--- config.mk ---
export PLATFORM = sky130hd
export DESIGN_NAME = oaht_ctrl
export DESIGN_NICKNAME = d
export VERILOG_FILES = /design/src/oaht_pkg.sv /design/src/oaht_ctrl.sv
export SDC_FILE = /design/constraint.sdc
export NUM_CORES = 1
export LEC_CHECK = 0
export BUFFER_PORTS_ARGS = -buffer_cell sky130_fd_sc_hd__buf_2
export CELL_PAD_IN_SITES_DETAIL_PLACEMENT = 1
export CELL_PAD_IN_SITES_GLOBAL_PLACEMENT = 2
export CORE_ASPECT_RATIO = 0.75
export CORE_UTILIZATION = 24
export DETAILED_ROUTE_END_ITERATION = 8
export PLACE_DENSITY_LB_ADDON = 0.08
export SLEW_MARGIN = 20
export SYNTH_ARGS = -nofsm -noshare
export SYNTH_HDL_FRONTEND = slang
export SYNTH_SLANG_ARGS = --single-unit
--- constraint.sdc ---
create_clock -name clk -period 2.1 [get_ports clk]
set_input_delay 0 -clock clk [delete_from_list [all_inputs] [get_ports clk]]
set_output_delay 0 -clock clk [all_outputs]
set_load 0.1 [all_outputs]
--- src/oaht_pkg.sv ---
`default_nettype none
package oaht_pkg;

  localparam int TableSizeDef = 256;
  localparam int HomePrimeDef = 251;
  localparam int KeyBitsDef   = 32;
  localparam int ValueBitsDef = 32;

  localparam int CmdW   = 2;
  localparam int FieldW = 32;
  localparam int LiveW  = 9;

  typedef enum logic [CmdW-1:0] {
    CMD_LOOKUP = 2'd0,
    CMD_INSERT = 2'd1,
    CMD_REMOVE = 2'd2,
    CMD_CLEAR  = 2'd3
  } cmd_t;

  // slot kinds seen by the controller
  typedef enum logic [1:0] {
    SK_EMPTY = 2'd0,
    SK_TOMB  = 2'd1,
    SK_MATCH = 2'd2,
    SK_OTHER = 2'd3
  } slot_kind_t;

  // controller to datapath
  typedef struct packed {
    logic load;      // latch a new command and form the home hash
    logic home;      // one step of the home index reduction
    logic rd;        // issue a read of the current probe index
    logic step;      // advance the triangular probe
    logic note_tomb; // remember current index as first tombstone
    logic wr_new;    // write tag/key/value into the chosen free slot
    logic wr_upd;    // write new value at the hit slot
    logic wr_rm;     // write a tombstone at the hit slot
    logic clr;       // clear one slot tag, advance sweep index
    logic cnt_clr;   // zero both counts
    logic hit;       // record a hit, capture old value
    logic full;      // record table full
    logic emit;      // load the result register
  } dp_cmd_t;

  // datapath to controller
  typedef struct packed {
    cmd_t       cmd;
    slot_kind_t kind;
    logic       has_tomb;
    logic       home_done;
    logic       probe_last;
    logic       sweep_last;
  } dp_stat_t;

endpackage
`default_nettype wire

--- src/oaht_ctrl.sv ---
`default_nettype none
module oaht_ctrl import oaht_pkg::*; (
  input  wire logic     clk,
  input  wire logic     rst_n,
  input  wire logic     in_valid,
  output logic          in_ready,
  input  wire logic     res_busy,
  input  wire logic     res_take,
  output dp_cmd_t       cmd,
  input  wire dp_stat_t stat
);

  typedef enum logic [6:0] {
    S_IDLE  = 7'b0000001,
    S_HOME  = 7'b0000010,
    S_READ  = 7'b0000100,
    S_CHECK = 7'b0001000,
    S_CLEAR = 7'b0010000,
    S_DONE  = 7'b0100000,
    S_INIT  = 7'b1000000
  } state_t;

  state_t state_r, state_nxt;

  // accept only when idle
  assign in_ready = (state_r == S_IDLE);

  always_comb begin
    cmd       = '0;
    state_nxt = state_r;
    case (state_r)
      S_INIT: begin
        // clearing pass over every slot tag after reset
        cmd.clr = 1'b1;
        if (stat.sweep_last) begin
          state_nxt = S_IDLE;
        end
      end
      S_IDLE: begin
        if (in_valid && in_ready) begin
          cmd.load  = 1'b1;
          state_nxt = S_HOME;
        end
      end
      S_HOME: begin
        if (stat.cmd == CMD_CLEAR) begin
          cmd.cnt_clr = 1'b1;
          state_nxt   = S_CLEAR;
        end else if (stat.home_done) begin
          cmd.rd    = 1'b1;
          state_nxt = S_CHECK;
        end else begin
          cmd.home = 1'b1;
        end
      end
      S_READ: begin
        cmd.rd    = 1'b1;
        state_nxt = S_CHECK;
      end
      S_CHECK: begin
        case (stat.kind)
          SK_EMPTY: begin
            if (stat.cmd == CMD_INSERT) begin
              cmd.wr_new = 1'b1;
            end
            state_nxt = S_DONE;
          end
          SK_MATCH: begin
            cmd.hit = 1'b1;
            if (stat.cmd == CMD_INSERT) begin
              cmd.wr_upd = 1'b1;
            end else if (stat.cmd == CMD_REMOVE) begin
              cmd.wr_rm = 1'b1;
            end
            state_nxt = S_DONE;
          end
          default: begin
            if (stat.kind == SK_TOMB && !stat.has_tomb) begin
              cmd.note_tomb = 1'b1;
            end
            if (stat.probe_last) begin
              // probe bound reached without an empty slot
              if (stat.cmd == CMD_INSERT) begin
                if (stat.has_tomb || stat.kind == SK_TOMB) begin
                  cmd.wr_new = 1'b1;
                end else begin
                  cmd.full = 1'b1;
                end
              end
              state_nxt = S_DONE;
            end else begin
              cmd.step  = 1'b1;
              state_nxt = S_READ;
            end
          end
        endcase
      end
      S_CLEAR: begin
        cmd.clr = 1'b1;
        if (stat.sweep_last) begin
          state_nxt = S_DONE;
        end
      end
      S_DONE: begin
        // wait here while the previous result beat is still held
        if (!res_busy || res_take) begin
          cmd.emit  = 1'b1;
          state_nxt = S_IDLE;
        end
      end
      default: begin
        state_nxt = S_IDLE;
      end
    endcase
  end

  always_ff @(posedge clk) begin
    if (!rst_n) begin
      state_r <= S_INIT;
    end else begin
      state_r <= state_nxt;
    end
  end

  // one command strobe a cycle at most for writes
  a_one_write: assert property (@(posedge clk) disable iff (!rst_n)
    $countones({cmd.wr_new, cmd.wr_upd, cmd.wr_rm, cmd.clr}) <= 1)
    else $error("more than one table write");
  a_emit_from_done: assert property (@(posedge clk) disable iff (!rst_n)
    cmd.emit |-> state_r == S_DONE)
    else $error("result emitted without finishing a command");
  a_load_idle: assert property (@(posedge clk) disable iff (!rst_n)
    cmd.load |=> state_r == S_HOME)
    else $error("load did not start a command");

endmodule
`default_nettype wire

==> results.json, run 1 <==
{
  "largest_register_ff_count": 7,
  "synth_nets": 99,
  "grt_overflow": 0,
  "ys_seq_area_frac": 0.218,
  "finalPower_mw": 0.418,
  "fmax_mhz": 500,
  "start_kind": "flop",
  "fin_area_sq_um": 1020,
  "skew_ns": 0.00670,
  "fill_cells": 308,
  "postCtsSetupRepairBufs": 0,
  "layout.nets": 129,
  "avgViaCountPerCell": 5.04,
  "yosys_warnings": 0,
  "hp-class": "in2reg",
  "finalSetupViolCount": 0,
  "ant_nets": 0,
  "status": "completed",
  "top_regs": "state_r: 7 flops",
  "synthMuxAreaShare": 0,
  "synthSimpleGateAreaFrac": 0.499,
  "layout-drive-gt1-share": 0.435,
  "setup_ws_ns": 0.0992,
  "worst_pin_slew_ns": 0.487,
  "p_sw_frac": 0.380,
  "rsz0062_at_grt": "false",
  "routed_wl_mm": 2.28,
  "die_area_sq_um": 2890,
  "p_int_mw": 0.259,
  "rrSetupSlack_ns": 0.43,
  "power.leakage_nw": 0.408,
  "grt_pass1_vias": 725,
  "dpl_cell_area_sq_um": 965,
  "place_congestion": 0.781,
  "die_h_um": 46.8,
  "pwr-share-comb": 0.340,
  "layout_min_cycle_time_ns": 2.00,
  "drc": 0,
  "yosysTopAreaCell": "dfxtp_1",
  "core-area_sq_um": 2400,
  "power_frac_clock": 0.303,
  "critPathArrivalTime_ns": 2.00,
  "top_register": "state_r",
  "r2r-end": "state_r[1]$_SDFFE_PN0P_",
  "routed-via-count": 751,
  "area_growth_pct": 58.5,
  "clock_latency_ns": 0.25,
  "required_ns": 2.10,
  "period_share": 0.953,
  "p_sw_mw": 0.159,
  "synth_xor_xnor_area_share": 0.0273,
  "drv_slew": 0,
  "clockBufferDepth": 2,
  "grt_max_degree": 10,
  "ys_top_cells_by_area": "dfxtp_1 22%, nor2_1 6.4%, nor2b_1 5.8%",
  "postSynth.asyncResetShare": 0,
  "worstReg2RegStart": "state_r[2]$_SDFFE_PN0P_",
  "critPathKind": "reg2out",
  "tns_ns": 0,
  "hpwlAfterDp_mm": 1.90,
  "io_buffers": 26,
  "p_per_area_nw_per_um2": 411,
  "whs_path_depth": 3,
  "synth_cells": 86,
  "final_cell_count_no_fill": 149,
  "synth_compound_area_frac": 0.181,
  "pin_count": 27,
  "ys.flop_type": "dfxtp_1",
  "synthAdderAreaFrac": 0,
  "most-common-layout-cells": "18 x buf_2, 7 x nand2_1, 7 x dfxtp_1",
  "cts_made_buffers": 3,
  "detail_route.wl_per_cell_um": 15.3,
  "r2r_cells": 4,
  "synth_top_family_by_area": "simple AND/OR/NAND/NOR gates",
  "synth_top_area_frac": 0.218,
  "cts.sinks": 7,
  "end_kind": "output port",
  "start_util": 0.267,
  "hold_viol_final": 0,
  "post-place-ws_ns": 0.327,
  "cap_violations": 0,
  "drtIter0Drc": 27,
  "holdWs_ns": 0.0921,
  "worstHoldEndpoint": "state_r[6]$_SDFFE_PN1P_",
  "synth-edff-count": 0,
  "postSynthAreaPerCell_sq_um": 7.46,
  "clk_pin_slew_ns": 0.06,
  "antenna_cells": 0,
  "dp_cells": 144,
  "max-vdd-ir-drop_mv": 0.150,
  "dr.pass1.iters": 4,
  "root_buffer": "clkbuf_4",
  "h-tree-depth": 1,
  "grt_pass1_wl_mm": 3.70,
  "synth_cell_type_count": 34,
  "hold_start": "stat[0]",
  "synth_seq_cells": 7,
  "antenna_found_initial": 0,
  "utilization": 0.423,
  "die_w_um": 61.7,
  "crit_fanout": 7,
  "synth_area_sq_um": 642,
  "slew_headroom": 0.678,
  "cts_tree": "yes",
  "rows": 15,
  "groute.usage.overall": 0.183,
  "layout_commonest_cell": "buf_2",
  "p_seq_frac": 0.357
}
==> synth_stat cells, types with 2 or more instances <==
master and number:
buf_2 2, nand2_1 7, o211ai_1 3, nand4_1 3, nor3_1 2, inv_1 5
nor2_1 11, nand3_1 3, dfxtp_1 7, nand2b_1 2, clkbuf_1 2, nor2b_1 6
o21a_1 2, a21oi_1 5, nor4_2 3, nor4b_1 2, o21ai_0 4
==> routing by layer <==
metal  routed length, um  share of wire  up-vias  track usage
met2                1040           0.46       15        0.280
li1                    -              -      366            -
met1                1160           0.51      370        0.274
met5                   0              0        -            0
met3                  75          0.033        0       0.0413
met4                   0              0        0       0.0133
==> power groups by stage <==
stage	clock, mW	combinational [mW]	sequential [mW]
after floorplan	0	0.110	0.141
after global placement	0	0.138	0.152
after detailed placement	0	0.139	0.151
after CTS	0.131	0.141	0.148
after global routing	0.144	0.153	0.150
final	0.127	0.142	0.149
==> final cells by class <==
type / instances / area (sq um) / area share
clock buffer: 4 / 26.3 / 0.0258
sequential: 7 / 140 / 0.138
tap: 34 / 42.5 / 0.0418
inverter: 5 / 18.8 / 0.0185
timing repair buffer: 30 / 258 / 0.253
multi-input combinational: 69 / 532 / 0.523
==> cells by family (layout without fill, tap and decap cells) <==
kind of cell / Yosys count / count (layout)
XOR/XNOR: 2 / 2
buffers and inverters: 10 / 39
AND/OR/NAND/NOR: 50 / 50
flip-flops: 7 / 7
AO/OA/AOI/OAI: 17 / 17
==> worst max-delay path: stages (launching register included) <==
cell and delay (ns):
dfxtp_1 0.40, nor4_2 0.36, nand3_1 0.14, buf_4 0.19, nor4b_4 0.19, buf_2 0.45
==> worst max path at each step <==
stage                                  from                      end  slack (ns)  cells past startpoint
floorplan           state_r[6]$_SDFFE_PN1P_  state_r[1]$_SDFFE_PN0P_       -0.71                      5
global placement    state_r[2]$_SDFFE_PN0P_                  cmd[10]        0.32                      4
detailed placement  state_r[2]$_SDFFE_PN0P_                  cmd[10]        0.33                      4
CTS                 state_r[2]$_SDFFE_PN0P_                  cmd[10]        0.04                      4
global route        state_r[6]$_SDFFE_PN1P_                   cmd[8]       0.006                      5
finish              state_r[6]$_SDFFE_PN1P_                   cmd[8]         0.1                      5
==> what timing repair did <==
item,CTS,global route
hold buffers,1,0
hold endpoints to repair,1,0
setup endpoints to repair,0,6
resized for setup,0,4
No activity file was read; power rests on OpenSTA's default activity.
==> run 2: changes to the inputs <==
--- a/config.mk
+++ b/config.mk
@@ -9,7 +9,8 @@
 export CELL_PAD_IN_SITES_DETAIL_PLACEMENT = 1
 export CELL_PAD_IN_SITES_GLOBAL_PLACEMENT = 2
 export CORE_ASPECT_RATIO = 0.75
-export CORE_UTILIZATION = 24
+export CORE_UTILIZATION = 25
+export CTS_BUF_LIST = sky130_fd_sc_hd__clkbuf_8
 export DETAILED_ROUTE_END_ITERATION = 8
 export PLACE_DENSITY_LB_ADDON = 0.08
 export SLEW_MARGIN = 20
==> results.json, run 2 (same netlist as run 1, synthesis figures left out) <==
{
  "area_growth_pct": 55.0,
  "grt_pass1_wl_mm": 3.53,
  "most-common-layout-cells": "21 x buf_2, 7 x nand2_1, 7 x dfxtp_1",
  "ant_nets": 0,
  "dp_cells": 144,
  "routed-via-count": 735,
  "largest_register_ff_count": 7,
  "worst_pin_slew_ns": 0.495,
  "p_sw_mw": 0.170,
  "pwr-share-comb": 0.294,
  "crit_fanout": 9,
  "rsz0062_at_grt": "false",
  "die_h_um": 45.9,
  "cts.sinks": 7,
  "layout.nets": 128,
  "routed_wl_mm": 2.18,
  "grt_overflow": 0,
  "crit_chain": "nor4_2 > nand3_1 > or3b_1 > nor2_4 > buf_12",
  "layout_commonest_cell": "buf_2",
  "max-vdd-ir-drop_mv": 0.261,
  "clock_latency_ns": 0.23,
  "drv_slew": 0,
  "slew_headroom": 0.667,
  "drc": 0,
  "layout_min_cycle_time_ns": 2.00,
  "rrSetupSlack_ns": 0.39,
  "groute.usage.overall": 0.179,
  "critPathArrivalTime_ns": 2.00,
  "holdBufCountCts": 0,
  "end_kind": "output port",
  "die_area_sq_um": 2780,
  "start_util": 0.271,
  "fmax_mhz": 499,
  "cap_violations": 0,
  "place_congestion": 0.839,
  "start_kind": "flop",
  "postCtsSetupRepairBufs": 0,
  "power_frac_clock": 0.400,
  "detail_route.wl_per_cell_um": 14.7,
  "top_register": "state_r",
  "r2r_cells": 4,
  "p_seq_frac": 0.306,
  "skew_ns": 0.00542,
  "drtIter0Drc": 15,
  "antenna_cells": 0,
  "die_w_um": 60.5,
  "p_per_area_nw_per_um2": 486,
  "finalPower_mw": 0.483,
  "cts_tree": "yes",
  "cp_num_cells": 5,
  "avgViaCountPerCell": 4.97,
  "period_share": 0.954,
  "pin_count": 27,
  "root_buffer": "clkbuf_8",
  "rows": 15,
  "dr.pass1.iters": 4,
  "cts_made_buffers": 3,
  "core-area_sq_um": 2360,
  "h-tree-depth": 1,
  "utilization": 0.421,
  "hold_viol_final": 0,
  "hp-class": "in2reg",
  "final_cell_count_no_fill": 148,
  "worst_path_max_delay_cell": "or3b_1",
  "critPathKind": "reg2out",
  "top_regs": "state_r: 7 flops",
  "io_buffers": 26,
  "hpwlAfterDp_mm": 1.74,
  "required_ns": 2.10,
  "post_cts_resized": 0,
  "layout-drive-gt1-share": 0.430,
  "path_buf_inv": 1,
  "fill_cells": 297,
  "power.leakage_nw": 0.410,
  "crit_path_max_incr_delay_ns": 0.52,
  "p_int_mw": 0.313,
  "status": "completed",
  "clk_pin_slew_ns": 0.05,
  "p_sw_frac": 0.352,
  "finalSetupViolCount": 0,
  "grt_pass1_vias": 722,
  "antenna_found_initial": 0,
  "clockBufferDepth": 2,
  "cpLargestDelayFamily": "simple AND/OR/NAND/NOR gates",
  "whs_path_depth": 2,
  "grt_max_degree": 10
}
-- run 2: metrics by stage --
stage,cell area (sq um),hold WS (ns),TNS [ns],setup slack [ns]
floorplan,708,0.0762,-2.17,-0.705
global placement,950,0.254,0,0.286
detailed placement,950,0.238,0,0.357
CTS,995,0.0143,0,0.109
global route,995,0.0387,0,0.0148
finish,995,0.0224,0,0.0970
-- run 2: area by class of cell --
type	count	area, sq um	area share
Timing Repair Buffer	29	228	0.229
Tap cell	34	42.5	0.0428
Multi-Input combinational cell	69	520	0.523
Clock buffer	3	41.3	0.0415
Clock inverter	1	3.75	0.00377
Inverter	5	18.8	0.0189
Sequential cell	7	140	0.141
-- run 2: path summary, 6_finish.rpt --
check | end | start
max | cmd[7] | state_r[5]$_SDFFE_PN0P_
min | state_r[6]$_SDFFE_PN1P_ | rst_n
max reg2reg | state_r[0]$_SDFFE_PN0P_ | state_r[6]$_SDFFE_PN1P_
min reg2reg | state_r[6]$_SDFFE_PN1P_ | state_r[6]$_SDFFE_PN1P_
-- run 2: routing by layer --
layer  global-route usage  wire [um]  vias to the layer above
li1                     -          -                      370
met1                0.264       1130                      350
met2                0.262        966                       15
met3               0.0511         79                        0
met4               0.0273          0                        0
met5                    0          0                        -
-- run 2: power by group through the flow --
stage / Clock, mW / Sequential, mW / Combinational [mW]
floorplan: 0 / 0.141 / 0.110
global placement: 0 / 0.150 / 0.141
detailed placement: 0 / 0.150 / 0.141
CTS: 0.194 / 0.148 / 0.142
global route: 0.205 / 0.149 / 0.151
finish: 0.193 / 0.148 / 0.142
